`src/rtl/crs_pkg.sv`:
```
package crs_pkg;

   localparam logic [3:0]  MAX_NULL_LIMIT    = 4'd15;
   localparam logic [3:0]  RESET_NULL_CAP    = 4'd2;
   localparam logic [31:0] RESET_START_FRAME = 32'd0;
   localparam logic [2:0]  RESET_CHANNEL     = 3'd3;

   localparam int unsigned CSR_ADDR_W = 3;
   localparam int unsigned CSR_DATA_W = 32;

   localparam logic [15:0] PARITY_MASK   = 16'h7f7f;
   localparam logic [14:0] CTRL_OR       = 15'h090f;
   localparam logic [14:0] CTRL_MATCH    = 15'h1d2f;
   localparam logic [14:0] XDS_OR        = 15'h0f7f;
   localparam logic [14:0] CR_OR         = 15'h0900;
   localparam logic [14:0] CR_MATCH      = 15'h1d2d;
   localparam logic [14:0] LO_MASK       = 15'h002f;
   localparam logic [14:0] HI_MASK       = 15'h0f00;
   localparam logic [14:0] FIELD_MASK    = 15'h0100;
   localparam logic [14:0] PAIR_MASK     = 15'h0800;
   localparam logic [5:0]  LO_EOC        = 6'h2c;
   localparam logic [5:0]  LO_EDM        = 6'h2f;
   localparam logic [5:0]  LO_CR         = 6'h2d;
   localparam logic [3:0]  XDS_END_HI    = 4'hf;

   typedef enum logic [0:0] {
      REG_NULL_CAP    = 1'b0,
      REG_START_FRAME = 1'b1
   } csr_index_type;

   typedef struct packed {
      logic [7:0] byte_high;
      logic [7:0] byte_low;
   } req_type;

   typedef struct packed {
      logic [14:0] caption_word;
      logic        record_start;
      logic [31:0] record_frame;
      logic        run_last;
   } rsp_type;

   typedef struct packed {
      logic [14:0] word;
      logic        start;
      logic [31:0] frame;
      logic [3:0]  nulls;
   } job_type;

   typedef struct packed {
      logic    valid;
      job_type job;
   } track_out_type;

   typedef struct packed {
      logic [3:0]  null_cap;
      logic        frame_load;
      logic [31:0] start_frame;
   } csr_out_type;

endpackage

```
`src/rtl/caption_record_segmenter.sv`:
```
// channel   direction  handshake          payload
// req       in         req_valid/ready    byte_high, byte_low
// rsp       out        rsp_valid/ready    caption_word, record_start, record_frame, run_last
// csr       in         psel/penable       null limit (0x0), start_frame (0x4)
//
// a pair is held in the input register, then updates the record state and loads
// the result register, from which its first beat is offered
// a pair gives 0 beats (null) or 1 + pending nulls beats, up to 16, one beat per cycle
// while rsp_ready is high, and the result register takes a new pair as its last beat leaves,
// so one-beat pairs stream at one per cycle while rsp_ready is high
// reset is synchronous and returns record state and valid flags to their defaults
// rsp_ready low holds the result register; one more pair waits in the input register
module caption_record_segmenter (
   input  logic                             clock,
   input  logic                             reset,
   input  logic                             req_valid,
   output logic                             req_ready,
   input  crs_pkg::req_type                 req_data,
   output logic                             rsp_valid,
   input  logic                             rsp_ready,
   output crs_pkg::rsp_type                 rsp_data,
   input  logic                             psel,
   input  logic                             penable,
   input  logic                             pwrite,
   input  logic [crs_pkg::CSR_ADDR_W-1:0]   paddr,
   input  logic [crs_pkg::CSR_DATA_W-1:0]   pwdata,
   output logic [crs_pkg::CSR_DATA_W-1:0]   prdata,
   output logic                             pready
);
   import crs_pkg::*;

   logic          in_valid_ff;
   req_type       in_data_ff;
   logic          move;
   logic          free;
   csr_out_type   csr_out;
   track_out_type track_out;

   assign move      = in_valid_ff && free;
   assign req_ready = !in_valid_ff || move;

   always_ff @(posedge clock) begin
      if (reset) begin
         in_valid_ff <= 1'b0;
      end else if (req_ready) begin
         in_valid_ff <= req_valid;
      end
   end

   always_ff @(posedge clock) begin
      if (req_valid && req_ready) begin
         in_data_ff <= req_data;
      end
   end

   crs_csr u_csr (
      .clock   (clock),
      .reset   (reset),
      .psel    (psel),
      .penable (penable),
      .pwrite  (pwrite),
      .paddr   (paddr),
      .pwdata  (pwdata),
      .prdata  (prdata),
      .pready  (pready),
      .csr_out (csr_out)
   );

   crs_track u_track (
      .clock     (clock),
      .reset     (reset),
      .step      (move),
      .req       (in_data_ff),
      .csr_out   (csr_out),
      .track_out (track_out)
   );

   crs_emit u_emit (
      .clock     (clock),
      .reset     (reset),
      .load      (move && track_out.valid),
      .job       (track_out.job),
      .free      (free),
      .rsp_valid (rsp_valid),
      .rsp_ready (rsp_ready),
      .rsp_data  (rsp_data)
   );

   a_null_beats: assert property (@(posedge clock) disable iff (reset)
      (rsp_valid && !rsp_data.run_last) |->
         (rsp_data.caption_word == 15'd0 && !rsp_data.record_start))
      else $error("null beat carries a word or start flag");

   a_run_continues: assert property (@(posedge clock) disable iff (reset)
      (rsp_valid && rsp_ready && !rsp_data.run_last) |=>
         (rsp_valid && $stable(rsp_data.record_frame)))
      else $error("result run broken before its last beat");

   a_input_held: assert property (@(posedge clock) disable iff (reset)
      (in_valid_ff && !move) |=> (in_valid_ff && $stable(in_data_ff)))
      else $error("buffered pair lost while result register busy");

   a_reset_idle: assert property (@(posedge clock)
      reset |=> (!rsp_valid && !in_valid_ff))
      else $error("beats pending after reset");

endmodule

```
`src/rtl/crs_csr.sv`:
```
module crs_csr (
   input  logic                             clock,
   input  logic                             reset,
   input  logic                             psel,
   input  logic                             penable,
   input  logic                             pwrite,
   input  logic [crs_pkg::CSR_ADDR_W-1:0]   paddr,
   input  logic [crs_pkg::CSR_DATA_W-1:0]   pwdata,
   output logic [crs_pkg::CSR_DATA_W-1:0]   prdata,
   output logic                             pready,
   output crs_pkg::csr_out_type             csr_out
);
   import crs_pkg::*;

   logic [3:0]    null_cap_ff;
   logic [31:0]   start_frame_ff;
   logic          wr_en;
   csr_index_type index;

   assign pready = 1'b1;
   assign wr_en  = psel && penable && pwrite;
   assign index  = csr_index_type'(paddr[2]);

   always_ff @(posedge clock) begin
      if (reset) begin
         null_cap_ff    <= RESET_NULL_CAP;
         start_frame_ff <= RESET_START_FRAME;
      end else if (wr_en) begin
         case (index)
            REG_NULL_CAP:    null_cap_ff    <= pwdata[3:0];
            REG_START_FRAME: start_frame_ff <= pwdata[31:0];
            default: ;
         endcase
      end
   end

   always_comb begin
      case (index)
         REG_NULL_CAP:    prdata = {{(CSR_DATA_W-4){1'b0}}, null_cap_ff};
         REG_START_FRAME: prdata = start_frame_ff;
         default:         prdata = '0;
      endcase
   end

   assign csr_out.null_cap    = null_cap_ff;
   assign csr_out.frame_load  = wr_en && (index == REG_START_FRAME);
   assign csr_out.start_frame = pwdata[31:0];

endmodule

```
`src/rtl/crs_track.sv`:
```
module crs_track (
   input  logic                   clock,
   input  logic                   reset,
   input  logic                   step,
   input  crs_pkg::req_type       req,
   input  crs_pkg::csr_out_type   csr_out,
   output crs_pkg::track_out_type track_out
);
   import crs_pkg::*;

   logic [31:0] frame_ff, frame_in;
   logic        recording_ff, recording_in;
   logic        end_pending_ff, end_pending_in;
   logic        cr_seen_ff, cr_seen_in;
   logic [2:0]  channel_ff, channel_in;
   logic [1:0]  position_ff, position_in;
   logic [3:0]  pending_ff, pending_in;

   logic [14:0] cc;
   logic [3:0]  limit;
   logic [1:0]  pos;
   logic [5:0]  lo;
   logic [3:0]  nib;
   logic [3:0]  hi;
   logic        is_ctrl, is_xds, xds_valid, starts, opened;
   logic [2:0]  ch;
   logic [4:0]  run;

   assign cc    = 15'({req.byte_high, req.byte_low} & PARITY_MASK);
   assign limit = (csr_out.null_cap < MAX_NULL_LIMIT) ? csr_out.null_cap : MAX_NULL_LIMIT;
   assign lo    = 6'(cc & LO_MASK);
   assign nib   = cc[3:0];
   assign hi    = 4'((cc & HI_MASK) >> 8);
   assign run   = {1'b0, pending_ff} + 5'd1;

   always_comb begin
      frame_in       = frame_ff + 32'd1;
      recording_in   = recording_ff;
      end_pending_in = end_pending_ff;
      cr_seen_in     = cr_seen_ff;
      channel_in     = channel_ff;
      position_in    = position_ff;
      pending_in     = pending_ff;
      pos            = position_ff;
      is_ctrl        = (cc | CTRL_OR) == CTRL_MATCH;
      is_xds         = (cc | XDS_OR) == XDS_OR;
      xds_valid      = is_xds && (hi != 4'd0);
      starts         = 1'b0;
      opened         = 1'b0;
      ch             = 3'd1;
      track_out.valid     = 1'b0;
      track_out.job.word  = cc;
      track_out.job.frame = frame_ff;
      track_out.job.nulls = recording_ff ? pending_ff : 4'd0;
      track_out.job.start = 1'b0;

      if (cc == '0) begin
         if (recording_ff) begin
            if ((run > {1'b0, limit}) || end_pending_ff || cr_seen_ff) begin
               recording_in = 1'b0;
               pending_in   = 4'd0;
            end else begin
               pending_in  = run[3:0];
               position_in = (position_ff == 2'd3) ? 2'd3 : position_ff + 2'd1;
            end
            end_pending_in = 1'b0;
            cr_seen_in     = 1'b0;
         end
      end else begin
         track_out.valid = 1'b1;
         if (recording_ff) begin
            pos = (position_ff == 2'd3) ? 2'd3 : position_ff + 2'd1;
         end
         if (cr_seen_ff && ((cc | CR_OR) != CR_MATCH)) begin
            end_pending_in = 1'b0;
            recording_in   = 1'b0;
         end
         if (is_ctrl || is_xds) begin
            if (is_ctrl) begin
               starts = nib inside {4'h0, 4'h5, 4'h6, 4'h7, 4'h9, 4'ha, 4'hb};
            end
            if (xds_valid && (hi != XDS_END_HI)) begin
               starts = 1'b1;
            end
            if (starts) begin
               if ((is_ctrl && ((cc & FIELD_MASK) != '0)) || xds_valid) begin
                  ch = ch + 3'd2;
               end
               if (is_ctrl && ((cc & PAIR_MASK) != '0)) begin
                  ch = ch + 3'd1;
               end
               if ((pos >= 2'd2) && (channel_ff != ch)) begin
                  recording_in = 1'b0;
               end
               if (pos == 2'd3) begin
                  recording_in = 1'b0;
               end
               channel_in = ch;
            end
            if ((is_ctrl && ((lo == LO_EOC) || (lo == LO_EDM)))
                || (xds_valid && (hi == XDS_END_HI))) begin
               end_pending_in = 1'b1;
            end
            cr_seen_in = is_ctrl && (lo == LO_CR);
         end
         if (!recording_in) begin
            recording_in = 1'b1;
            pos          = 2'd1;
            opened       = 1'b1;
         end
         position_in = pos;
         pending_in  = 4'd0;
         track_out.job.start = opened;
      end
   end

   always_ff @(posedge clock) begin
      if (reset) begin
         frame_ff       <= RESET_START_FRAME;
         recording_ff   <= 1'b0;
         end_pending_ff <= 1'b0;
         cr_seen_ff     <= 1'b0;
         channel_ff     <= RESET_CHANNEL;
         position_ff    <= 2'd0;
         pending_ff     <= 4'd0;
      end else if (csr_out.frame_load) begin
         frame_ff <= csr_out.start_frame;
      end else if (step) begin
         frame_ff       <= frame_in;
         recording_ff   <= recording_in;
         end_pending_ff <= end_pending_in;
         cr_seen_ff     <= cr_seen_in;
         channel_ff     <= channel_in;
         position_ff    <= position_in;
         pending_ff     <= pending_in;
      end
   end

endmodule

```
`src/rtl/crs_emit.sv`:
```
module crs_emit (
   input  logic             clock,
   input  logic             reset,
   input  logic             load,
   input  crs_pkg::job_type job,
   output logic             free,
   output logic             rsp_valid,
   input  logic             rsp_ready,
   output crs_pkg::rsp_type rsp_data
);
   import crs_pkg::*;

   logic    valid_ff;
   job_type job_ff;
   logic    last;

   assign last      = (job_ff.nulls == 4'd0);
   assign free      = !valid_ff || (rsp_ready && last);
   assign rsp_valid = valid_ff;

   assign rsp_data.caption_word = last ? job_ff.word : 15'd0;
   assign rsp_data.record_start = last && job_ff.start;
   assign rsp_data.record_frame = job_ff.frame;
   assign rsp_data.run_last     = last;

   always_ff @(posedge clock) begin
      if (reset) begin
         valid_ff <= 1'b0;
      end else if (load) begin
         valid_ff <= 1'b1;
      end else if (valid_ff && rsp_ready && last) begin
         valid_ff <= 1'b0;
      end
   end

   always_ff @(posedge clock) begin
      if (load) begin
         job_ff <= job;
      end else if (valid_ff && rsp_ready && !last) begin
         job_ff.nulls <= job_ff.nulls - 4'd1;
      end
   end

endmodule

```
`config.mk`:
```
export PLATFORM = sky130hd
export DESIGN_NAME = caption_record_segmenter
export DESIGN_NICKNAME = d
export VERILOG_FILES = /design/src/rtl/crs_pkg.sv /design/src/rtl/caption_record_segmenter.sv /design/src/rtl/crs_csr.sv /design/src/rtl/crs_track.sv /design/src/rtl/crs_emit.sv
export SDC_FILE = /design/constraint.sdc
export NUM_CORES = 1
export LEC_CHECK = 0
export ABC_AREA = 0
export BUFFER_PORTS_ARGS = -buffer_cell sky130_fd_sc_hd__buf_2
export CORE_ASPECT_RATIO = 1.25
export CORE_MARGIN = 1
export CORE_UTILIZATION = 40
export CTS_CLUSTER_SIZE = 28
export DETAILED_ROUTE_END_ITERATION = 10
export PLACE_DENSITY_LB_ADDON = 0.2
export SETUP_SLACK_MARGIN = 0.1
export SYNTH_ARGS = -nofsm -noshare
export SYNTH_HDL_FRONTEND = slang
export SYNTH_SLANG_ARGS = --single-unit
```
`constraint.sdc`:
```
create_clock -name clock -period 3 [get_ports clock]
set_input_delay 0.3 -clock clock [delete_from_list [all_inputs] [get_ports clock]]
set_output_delay 0.3 -clock clock [all_outputs]
set_load 0.01 [all_outputs]
```
==> results of run 1 <==
==> cells in the final DEF, fill, tap and decap left out, types with 17 or more instances in the layout <==
| master | netlist | final |
|---|---|---|
| sky130_fd_sc_hd__buf_2 | 0 | 135 |
| sky130_fd_sc_hd__nand2_1 | 104 | 104 |
| sky130_fd_sc_hd__dfxtp_1 | 82 | 82 |
| sky130_fd_sc_hd__edfxtp_1 | 65 | 65 |
| sky130_fd_sc_hd__a21oi_1 | 59 | 59 |
| sky130_fd_sc_hd__nor2_1 | 49 | 49 |
| sky130_fd_sc_hd__and2_1 | 45 | 45 |
| sky130_fd_sc_hd__xnor2_1 | 20 | 20 |
| sky130_fd_sc_hd__o21ai_0 | 18 | 18 |
| sky130_fd_sc_hd__clkbuf_16 | 0 | 17 |
==> layer usage <==
| metal | global-route usage (%) | up-vias | wire length (um) |
|---|---|---|---|
| li1 | - | 2506 | - |
| met5 | 0 | - | 0 |
| met4 | 7.42 | 0 | 197 |
| met3 | 4.50 | 15 | 626 |
| met2 | 33.6 | 125 | 7870 |
| met1 | 21.4 | 2417 | 6350 |
==> flip-flops by register name, indices dropped and copies added (netlist names) <==
name / cells
u_csr.null_cap_ff: 4
u_csr.start_frame_ff: 32
u_track.recording_ff: 1
u_track.end_pending_ff: 1
in_valid_ff: 1
in_data_ff: 14
u_emit.job_ff: 19
u_track.position_ff: 2
u_track.pending_ff: 4
u_emit.rsp_data: 32
u_track.cr_seen_ff: 1
u_track.frame_ff: 32
u_emit.rsp_valid: 1
u_track.channel_ff: 3
==> layout make-up <==
| type | instances | area, sq um |
|---|---|---|
| timing repair buffer | 149 | 806 |
| multi-input combinational | 438 | 2510 |
| clock buffer | 17 | 425 |
| fill | 1496 | 7970 |
| clock inverter | 15 | 134 |
| tap | 212 | 265 |
| sequential | 147 | 3590 |
| inverter | 13 | 52.6 |
==> power breakdown <==
part           internal (mW)  leakage, nW  total, mW  switching [mW]
clock network           1.14        0.263       2.00           0.857
logic                  0.123         1.48      0.305           0.182
registers               2.18         1.28       2.24          0.0577
total                   3.45         3.03       4.54            1.10
==> through the flow <==
step	cells	total power [mW]	hold WS (ps)	setup slack [ps]
2_1_floorplan	665	2.47	399	121
3_3_place_gp	959	2.58	428	302
3_5_place_dp	959	2.59	429	212
4_1_cts	991	4.59	27.9	203
5_1_grt	991	4.72	25.0	101
6_report	991	4.54	48.3	305
==> repair_timing <==
item | CTS | global route
resized for setup | 0 | 1
setup endpoints to repair | 0 | 3
hold endpoints to repair | 0 | 0
==> worst max-delay path: cells and delay by family (launching register included) <==
family                     cells  cell delay, ps
adders and majority gates      1             310
DFF                            1             420
buffers and inverters          1              60
and+or+nand+nor                3             800
AOI/OAI and AO/OA              3             710
xor gates and xnor gates       1             150
==> cell usage after synthesis, types with 3 or more instances <==
library cell,n
sky130_fd_sc_hd__a21oi_1,59
sky130_fd_sc_hd__nor2_1,49
sky130_fd_sc_hd__a211o_1,4
sky130_fd_sc_hd__inv_1,13
sky130_fd_sc_hd__xnor2_1,20
sky130_fd_sc_hd__xor2_1,10
sky130_fd_sc_hd__and3_1,4
sky130_fd_sc_hd__or3_1,10
sky130_fd_sc_hd__o21ai_0,18
sky130_fd_sc_hd__nand3_1,14
sky130_fd_sc_hd__nor3_1,11
sky130_fd_sc_hd__dfxtp_1,82
sky130_fd_sc_hd__a22oi_1,4
sky130_fd_sc_hd__clkbuf_1,28
sky130_fd_sc_hd__nand4_1,11
sky130_fd_sc_hd__and2_1,45
sky130_fd_sc_hd__and4_1,3
sky130_fd_sc_hd__buf_4,35
sky130_fd_sc_hd__a211oi_1,13
sky130_fd_sc_hd__buf_1,4
sky130_fd_sc_hd__mux2i_1,4
sky130_fd_sc_hd__edfxtp_1,65
sky130_fd_sc_hd__ha_1,8
sky130_fd_sc_hd__a311oi_1,9
sky130_fd_sc_hd__nand2_1,104
==> worst max-delay path by stage <==
stage / from / to / slack, ps / cells past startpoint
2_1_floorplan: in_data_ff[8] / u_emit.job_ff[36] / 120 / 5
3_3_place_gp: in_data_ff[4] / u_emit.job_ff[36] / 300 / 11
3_5_place_dp: in_data_ff[4] / u_emit.job_ff[36] / 210 / 11
4_1_cts: in_data_ff[4] / u_emit.job_ff[36] / 200 / 11
5_1_grt: in_data_ff[4] / u_emit.job_ff[36] / 100 / 11
6_report: in_data_ff[8] / u_emit.job_ff[36] / 300 / 9
==> kinds of logic after synthesis <==
family                   count (synthesis)
XOR/XNOR                                30
other                                    2
AND/OR/NAND/NOR                        271
multiplexers                             5
adder cells (fa/ha/maj)                  8
flip-flops                             147
buffers and inverters                   80
AO/OA/AOI/OAI                          122
==> results.tsv, run 1 <==
stage	metric	value	unit
outcome	outcome	completed	
cells_and_area	final cell utilization of the core	49.4	%
yosys	Post-synth EDFFs	65	
cts	later-pin clock latency in the skew report	420	ps
yosys	adder and majority gate portion of the synthesized area	1.53	%
yosys	xor and xnor fraction of the mapped netlist area	4.02	%
placement	final weighted congestion in routability-driven placement	0.770	
cts	clock slew at reported path FFs	60	ps
cts	clock tree from TritonCTS	done	
yosys	ranking of synthesized cells by area	sky130_fd_sc_hd__edfxtp_1, sky130_fd_sc_hd__dfxtp_1, sky130_fd_sc_hd__nand2_1, sky130_fd_sc_hd__a21oi_1, sky130_fd_sc_hd__and2_1	
yosys	share of synthesized area occupied by flip-flops and latches	55.0	%
grt	global-route wire length before repair	24.0	mm
cts	CTS root buffer	sky130_fd_sc_hd__clkbuf_16	
sta	Worst-Margin Slew	922	ps
cts	post-CTS setup buffer count	0	
critical_path	worst r2r dst	u_emit.job_ff[36]	
floorplanning	initial standard-cell utilization of the core	41.4	%
sta	Total Negative Setup Slacks	0	ps
grt	GRT overflow	0	
yosys	synthesized netlist cell count	665	
critical_path	endpoint required time on the critical path	3170	ps
detailed_routing	post-detailed-routing wire length	15.0	mm
cts	number of sinks on the clock net	147	
critical_path	CP arrival	2870	ps
floorplanning	core region area	15800	sq um
pwr	worst vdd ir	389	uV
sta	Final Slew Violations	0	
yosys	fraction of the mapped netlist area in simple logic gates	20.3	%
cells_and_area	Final nets	832	
grt	gr usage total	18.8	%
detailed_routing	ANT nets after route	0	
yosys	share of synthesized registers carrying an async set or reset	0	%
yosys	FF+latch count, synth	147	
sta	time the worst path needs with I/O delays and setup	2700	ps
sta	Max Clock Skew	6.46	ps
cells_and_area	area growth from synthesis to final layout	19.3	%
critical_path	worst-path cell with the longest stage delay	sky130_fd_sc_hd__or4_1	
worst_hold_path	Hold EP	in_data_ff[12]	
cells_and_area	post-route cell area	7790	sq um
sta	number of hold violations in the final report	0	
critical_path	max incr delay on CP	610	ps
pwr	power density normalized to cell area	583	nW/um^2
yosys	multiplexer share of the synthesized area	0.786	%
sta	final clock period utilization by the worst path	89.8	%
worst_hold_path	HP Start	req_data[12]	
sta	total setup violations reported at the end of the flow	0	
job	# Max-Cap Violations	0	
grt	pin count of the biggest net entering global routing	86	
yosys	largest family of logic cells by synthesized area	simple AND/OR/NAND/NOR gates	
critical_path	reg-to-reg slack, setup	300	ps
worst_hold_path	Hold Path Stages	1	
critical_path	CP Cell Sequence	or4_1 -> nand2_1 -> nand2_1 -> ha_1 -> xnor2_1 -> o2111ai_1 -> o31a_1 -> a22oi_1 -> inv_1	
critical_path	Crit. End Element	flip-flop	
critical_path	depth of the most critical reg-to-reg path	9	
floorplanning	die width	116	um
grt	initial antenna violation count	0	
worst_hold_path	type of the tightest min-delay check	in -> reg	
cells_and_area	Antenna Cells	0	
yosys	Synth area leader	sky130_fd_sc_hd__edfxtp_1	
placement	area post-placement	7220	sq um
detailed_routing	count of vias placed by the detailed router	5063	
floorplanning	count of pins on the block boundary	142	
detailed_routing	per-cell routed wire length	15.2	um
yosys	fraction of post-synthesis cell area in the top cell type by area	29.9	%
yosys	net count after synthesis	731	
cts	Hold-fix buffers, CTS	0	
detailed_routing	via/cell ratio	5.11	
sta	maximum achievable frequency	0.371	GHz
sta	setup repair after global routing missed its margin	no	
floorplanning	total die area	16800	sq um
placement	number of buffer cells added on primary ports	135	
yosys	primary flip-flop cell chosen by synthesis mapping	sky130_fd_sc_hd__dfxtp_1	
critical_path	nature of the critical path startpoint	flip-flop	
yosys	share of the synthesized area in compound gates (AO/OA/AOI/OAI)	11.6	%
placement	estimated wirelength of the detail-placed design	10.7	mm
critical_path	highest net fanout along the worst path	4	
grt	via count of the first global-routing pass	4935	
cells_and_area	share of post-route cells with drive strength above 1	24.0	%
yosys	average footprint of a synthesized cell	9.82	sq um
yosys	synth unique cells	52	
yosys	netlist area before placement	6530	sq um
detailed_routing	Detailed Route Iter0 Violations	275	
critical_path	library cell appearing most often on the critical path	sky130_fd_sc_hd__nand2_1	
yosys	warnings from Yosys	0	
floorplanning	number of placement rows	51	
floorplanning	Chip Height	145	um
cts	cts bufs inserted	17	
critical_path	kind of critical path	reg -> reg	
cts	CTS H-Tree Depth	4	
detailed_routing	First-pass DRT Iterations	4	
critical_path	origin of the critical flop-to-flop path	in_data_ff[8]	
detailed_routing	count of unresolved DRC violations after routing	0	
cts	maximum clock insertion buffer count	2	
pwr	leakage component of the power	3.03	nW
sta	worst max-slew margin expressed relative to the limit	38.5	%
(Power assumes the default switching activity.)
==> run 2, diff against run 1 <==
--- a/config.mk
+++ b/config.mk
@@ -7,7 +7,6 @@
 export LEC_CHECK = 0
 export ABC_AREA = 0
 export BUFFER_PORTS_ARGS = -buffer_cell sky130_fd_sc_hd__buf_2
-export CORE_ASPECT_RATIO = 1.25
 export CORE_MARGIN = 1
 export CORE_UTILIZATION = 40
 export CTS_CLUSTER_SIZE = 28
==> run 2 against run 1 <==
Against the previous run:
- die area barely moved
- register-to-register slack about the same
- hold slack better by 12 ps
- global-route usage down 0.26 points
- sequential cell count is the same
- utilization is 0.39 points lower
- power grew 2.2%
- sequential power about the same
- clock power up 5%
- via count increased by 0.14%
- cell count did not move
- critical path depth did not move
==> results.tsv, run 2 (synthesized netlist as in run 1, its figures left out) <==
stage	metric	value	unit	change
cells_and_area	share of post-route cells with drive strength above 1	23.2	%	-0.78 points
grt	via count of the first global-routing pass	4875		-1.2%
detailed_routing	per-cell routed wire length	15.3	um	+0.51%
sta	total setup violations reported at the end of the flow	0		unchanged
pwr	leakage component of the power	3.03	nW	about the same
worst_hold_path	type of the tightest min-delay check	in -> reg		
outcome	outcome	completed		
critical_path	nature of the critical path startpoint	flip-flop		
detailed_routing	Detailed Route Iter0 Violations	322		+17%
sta	Final Slew Violations	0		unchanged
cts	maximum clock insertion buffer count	2		unchanged
cts	CTS root buffer	sky130_fd_sc_hd__clkbuf_16		
critical_path	worst-path cell with the longest stage delay	sky130_fd_sc_hd__or4_1		
cts	clock tree from TritonCTS	done		
detailed_routing	count of unresolved DRC violations after routing	0		unchanged
cells_and_area	Final nets	828		-0.48%
critical_path	max incr delay on CP	610	ps	about the same
critical_path	endpoint required time on the critical path	3330	ps	+160 ps
placement	area post-placement	7200	sq um	-0.35%
floorplanning	initial standard-cell utilization of the core	41.1	%	-0.32 points
cts	later-pin clock latency in the skew report	410	ps	about the same
cts	number of sinks on the clock net	147		unchanged
critical_path	Crit. End Element	flip-flop		
pwr	power density normalized to cell area	596	nW/um^2	+2.2%
grt	pin count of the biggest net entering global routing	86		unchanged
cells_and_area	area growth from synthesis to final layout	19.3	%	unchanged
critical_path	Crit path max-delay family	simple AND/OR/NAND/NOR gates		
critical_path	CP arrival	3030	ps	+160 ps
critical_path	CP Cell Sequence	or4_1 -> nand2_1 -> nand2_1 -> ha_1 -> xnor2_1 -> o2111ai_1 -> o31a_1 -> o311a_1 -> nor3_1		
sta	Max Clock Skew	6.90	ps	+0.435 ps
sta	Worst-Margin Slew	862	ps	-60.6 ps
placement	estimated wirelength of the detail-placed design	10.4	mm	-2.5%
job	# Max-Cap Violations	0		unchanged
critical_path	kind of critical path	reg -> reg		
floorplanning	number of placement rows	46		-9.8%
sta	number of hold violations in the final report	0		unchanged
floorplanning	total die area	16800	sq um	about the same
sta	worst max-slew margin expressed relative to the limit	42.6	%	+4.0 points
grt	initial antenna violation count	0		unchanged
detailed_routing	count of vias placed by the detailed router	5070		+0.14%
floorplanning	die width	130	um	+12%
cells_and_area	Antenna Cells	0		unchanged
sta	Total Negative Setup Slacks	0	ps	unchanged
grt	GRT overflow	0		unchanged
sta	time the worst path needs with I/O delays and setup	2700	ps	+5.06 ps
floorplanning	count of pins on the block boundary	142		unchanged
cts	clock slew at reported path FFs	60	ps	about the same
detailed_routing	post-detailed-routing wire length	15.1	mm	+0.51%
grt	gr usage total	18.6	%	-0.26 points
detailed_routing	First-pass DRT Iterations	5		+1
cells_and_area	post-route cell area	7790	sq um	unchanged
detailed_routing	ANT nets after route	0		unchanged
cts	post-CTS setup buffer count	0		unchanged
detailed_routing	via/cell ratio	5.12		+0.14%
placement	number of buffer cells added on primary ports	135		unchanged
grt	global-route wire length before repair	23.8	mm	-0.89%
placement	final weighted congestion in routability-driven placement	0.876		+14%
cells_and_area	commonest non-fill, non-tap cell in the layout	sky130_fd_sc_hd__buf_2		
floorplanning	Chip Height	130	um	-10%
sta	maximum achievable frequency	0.370	GHz	-0.19%
critical_path	sum of buffers and inverters on the critical path	0		-1
cts	cts bufs inserted	17		unchanged
cts	CTS H-Tree Depth	4		unchanged
sta	final clock period utilization by the worst path	90.0	%	+0.17 points
critical_path	library cell appearing most often on the critical path	sky130_fd_sc_hd__nand2_1		
critical_path	highest net fanout along the worst path	4		unchanged
pwr	worst vdd ir	396	uV	+1.8%
cells_and_area	most frequent cells in the layout	sky130_fd_sc_hd__buf_2, sky130_fd_sc_hd__nand2_1, sky130_fd_sc_hd__dfxtp_1, sky130_fd_sc_hd__edfxtp_1, sky130_fd_sc_hd__a21oi_1		
floorplanning	core region area	15900	sq um	+0.79%
sta	setup repair after global routing missed its margin	no		
==> run 2: cell count changes in the layout (fill, tap and decap cells not counted) <==
cell / delta
sky130_fd_sc_hd__bufinv_16: +2
sky130_fd_sc_hd__clkinv_2: +3
sky130_fd_sc_hd__clkbuf_1: +3
sky130_fd_sc_hd__clkinvlp_4: -3
sky130_fd_sc_hd__inv_6: -1
sky130_fd_sc_hd__buf_4: -4
sky130_fd_sc_hd__clkbuf_8: +1
sky130_fd_sc_hd__clkinv_4: -5
==> run 2: repair_timing <==
item | CTS | global route
setup endpoints to repair | 0 | 3
hold buffers | 0 | 0
gates resized for setup | 0 | 1
==> run 2: final cells by class <==
cell class                 count  area (sq um)
sequential                   147          3590
timing repair buffer         145           776
tap                          216           270
multi-input combinational    438          2510
clock buffer                  21           450
clock inverter                11           134
inverter                      13          52.6
fill                        1488          8100
==> run 2: report_power, final <==
part | switching (mW) | internal, mW | total, mW
Sequential | 0.0583 | 2.18 | 2.24
Combinational | 0.182 | 0.121 | 0.303
Clock | 0.778 | 1.32 | 2.10
==> run 2: per-stage QoR <==
stage,setup WS [ps],hold WS (ps),power [mW],std cells,util (%)
after floorplan,121,399,2.47,665,-
after global placement,311,419,2.58,959,45.3
after detailed placement,212,427,2.59,959,45.3
after CTS,193,37.4,4.69,991,49.0
after global routing,143,36.5,4.81,991,49.0
final,300,60.1,4.64,991,49.0
==> run 2: routing by layer <==
layer	vias up	GRT usage (%)	part of all wire, %
li1	2492	-	-
met1	2396	23.9	46
met2	161	29.8	47
met3	21	4.76	5.8
met4	0	7.80	1.9
met5	-	0	0
==> run 2: path summary, 6_finish.rpt <==
path,slack [ps],from,to,cells after the start
min reg2reg,440,u_track.frame_ff[10],u_emit.rsp_data[11],0
max,300,in_data_ff[8],u_track.position_ff[1],9
max reg2reg,300,in_data_ff[8],u_track.position_ff[1],9
min,60,req_data[12],in_data_ff[12],1
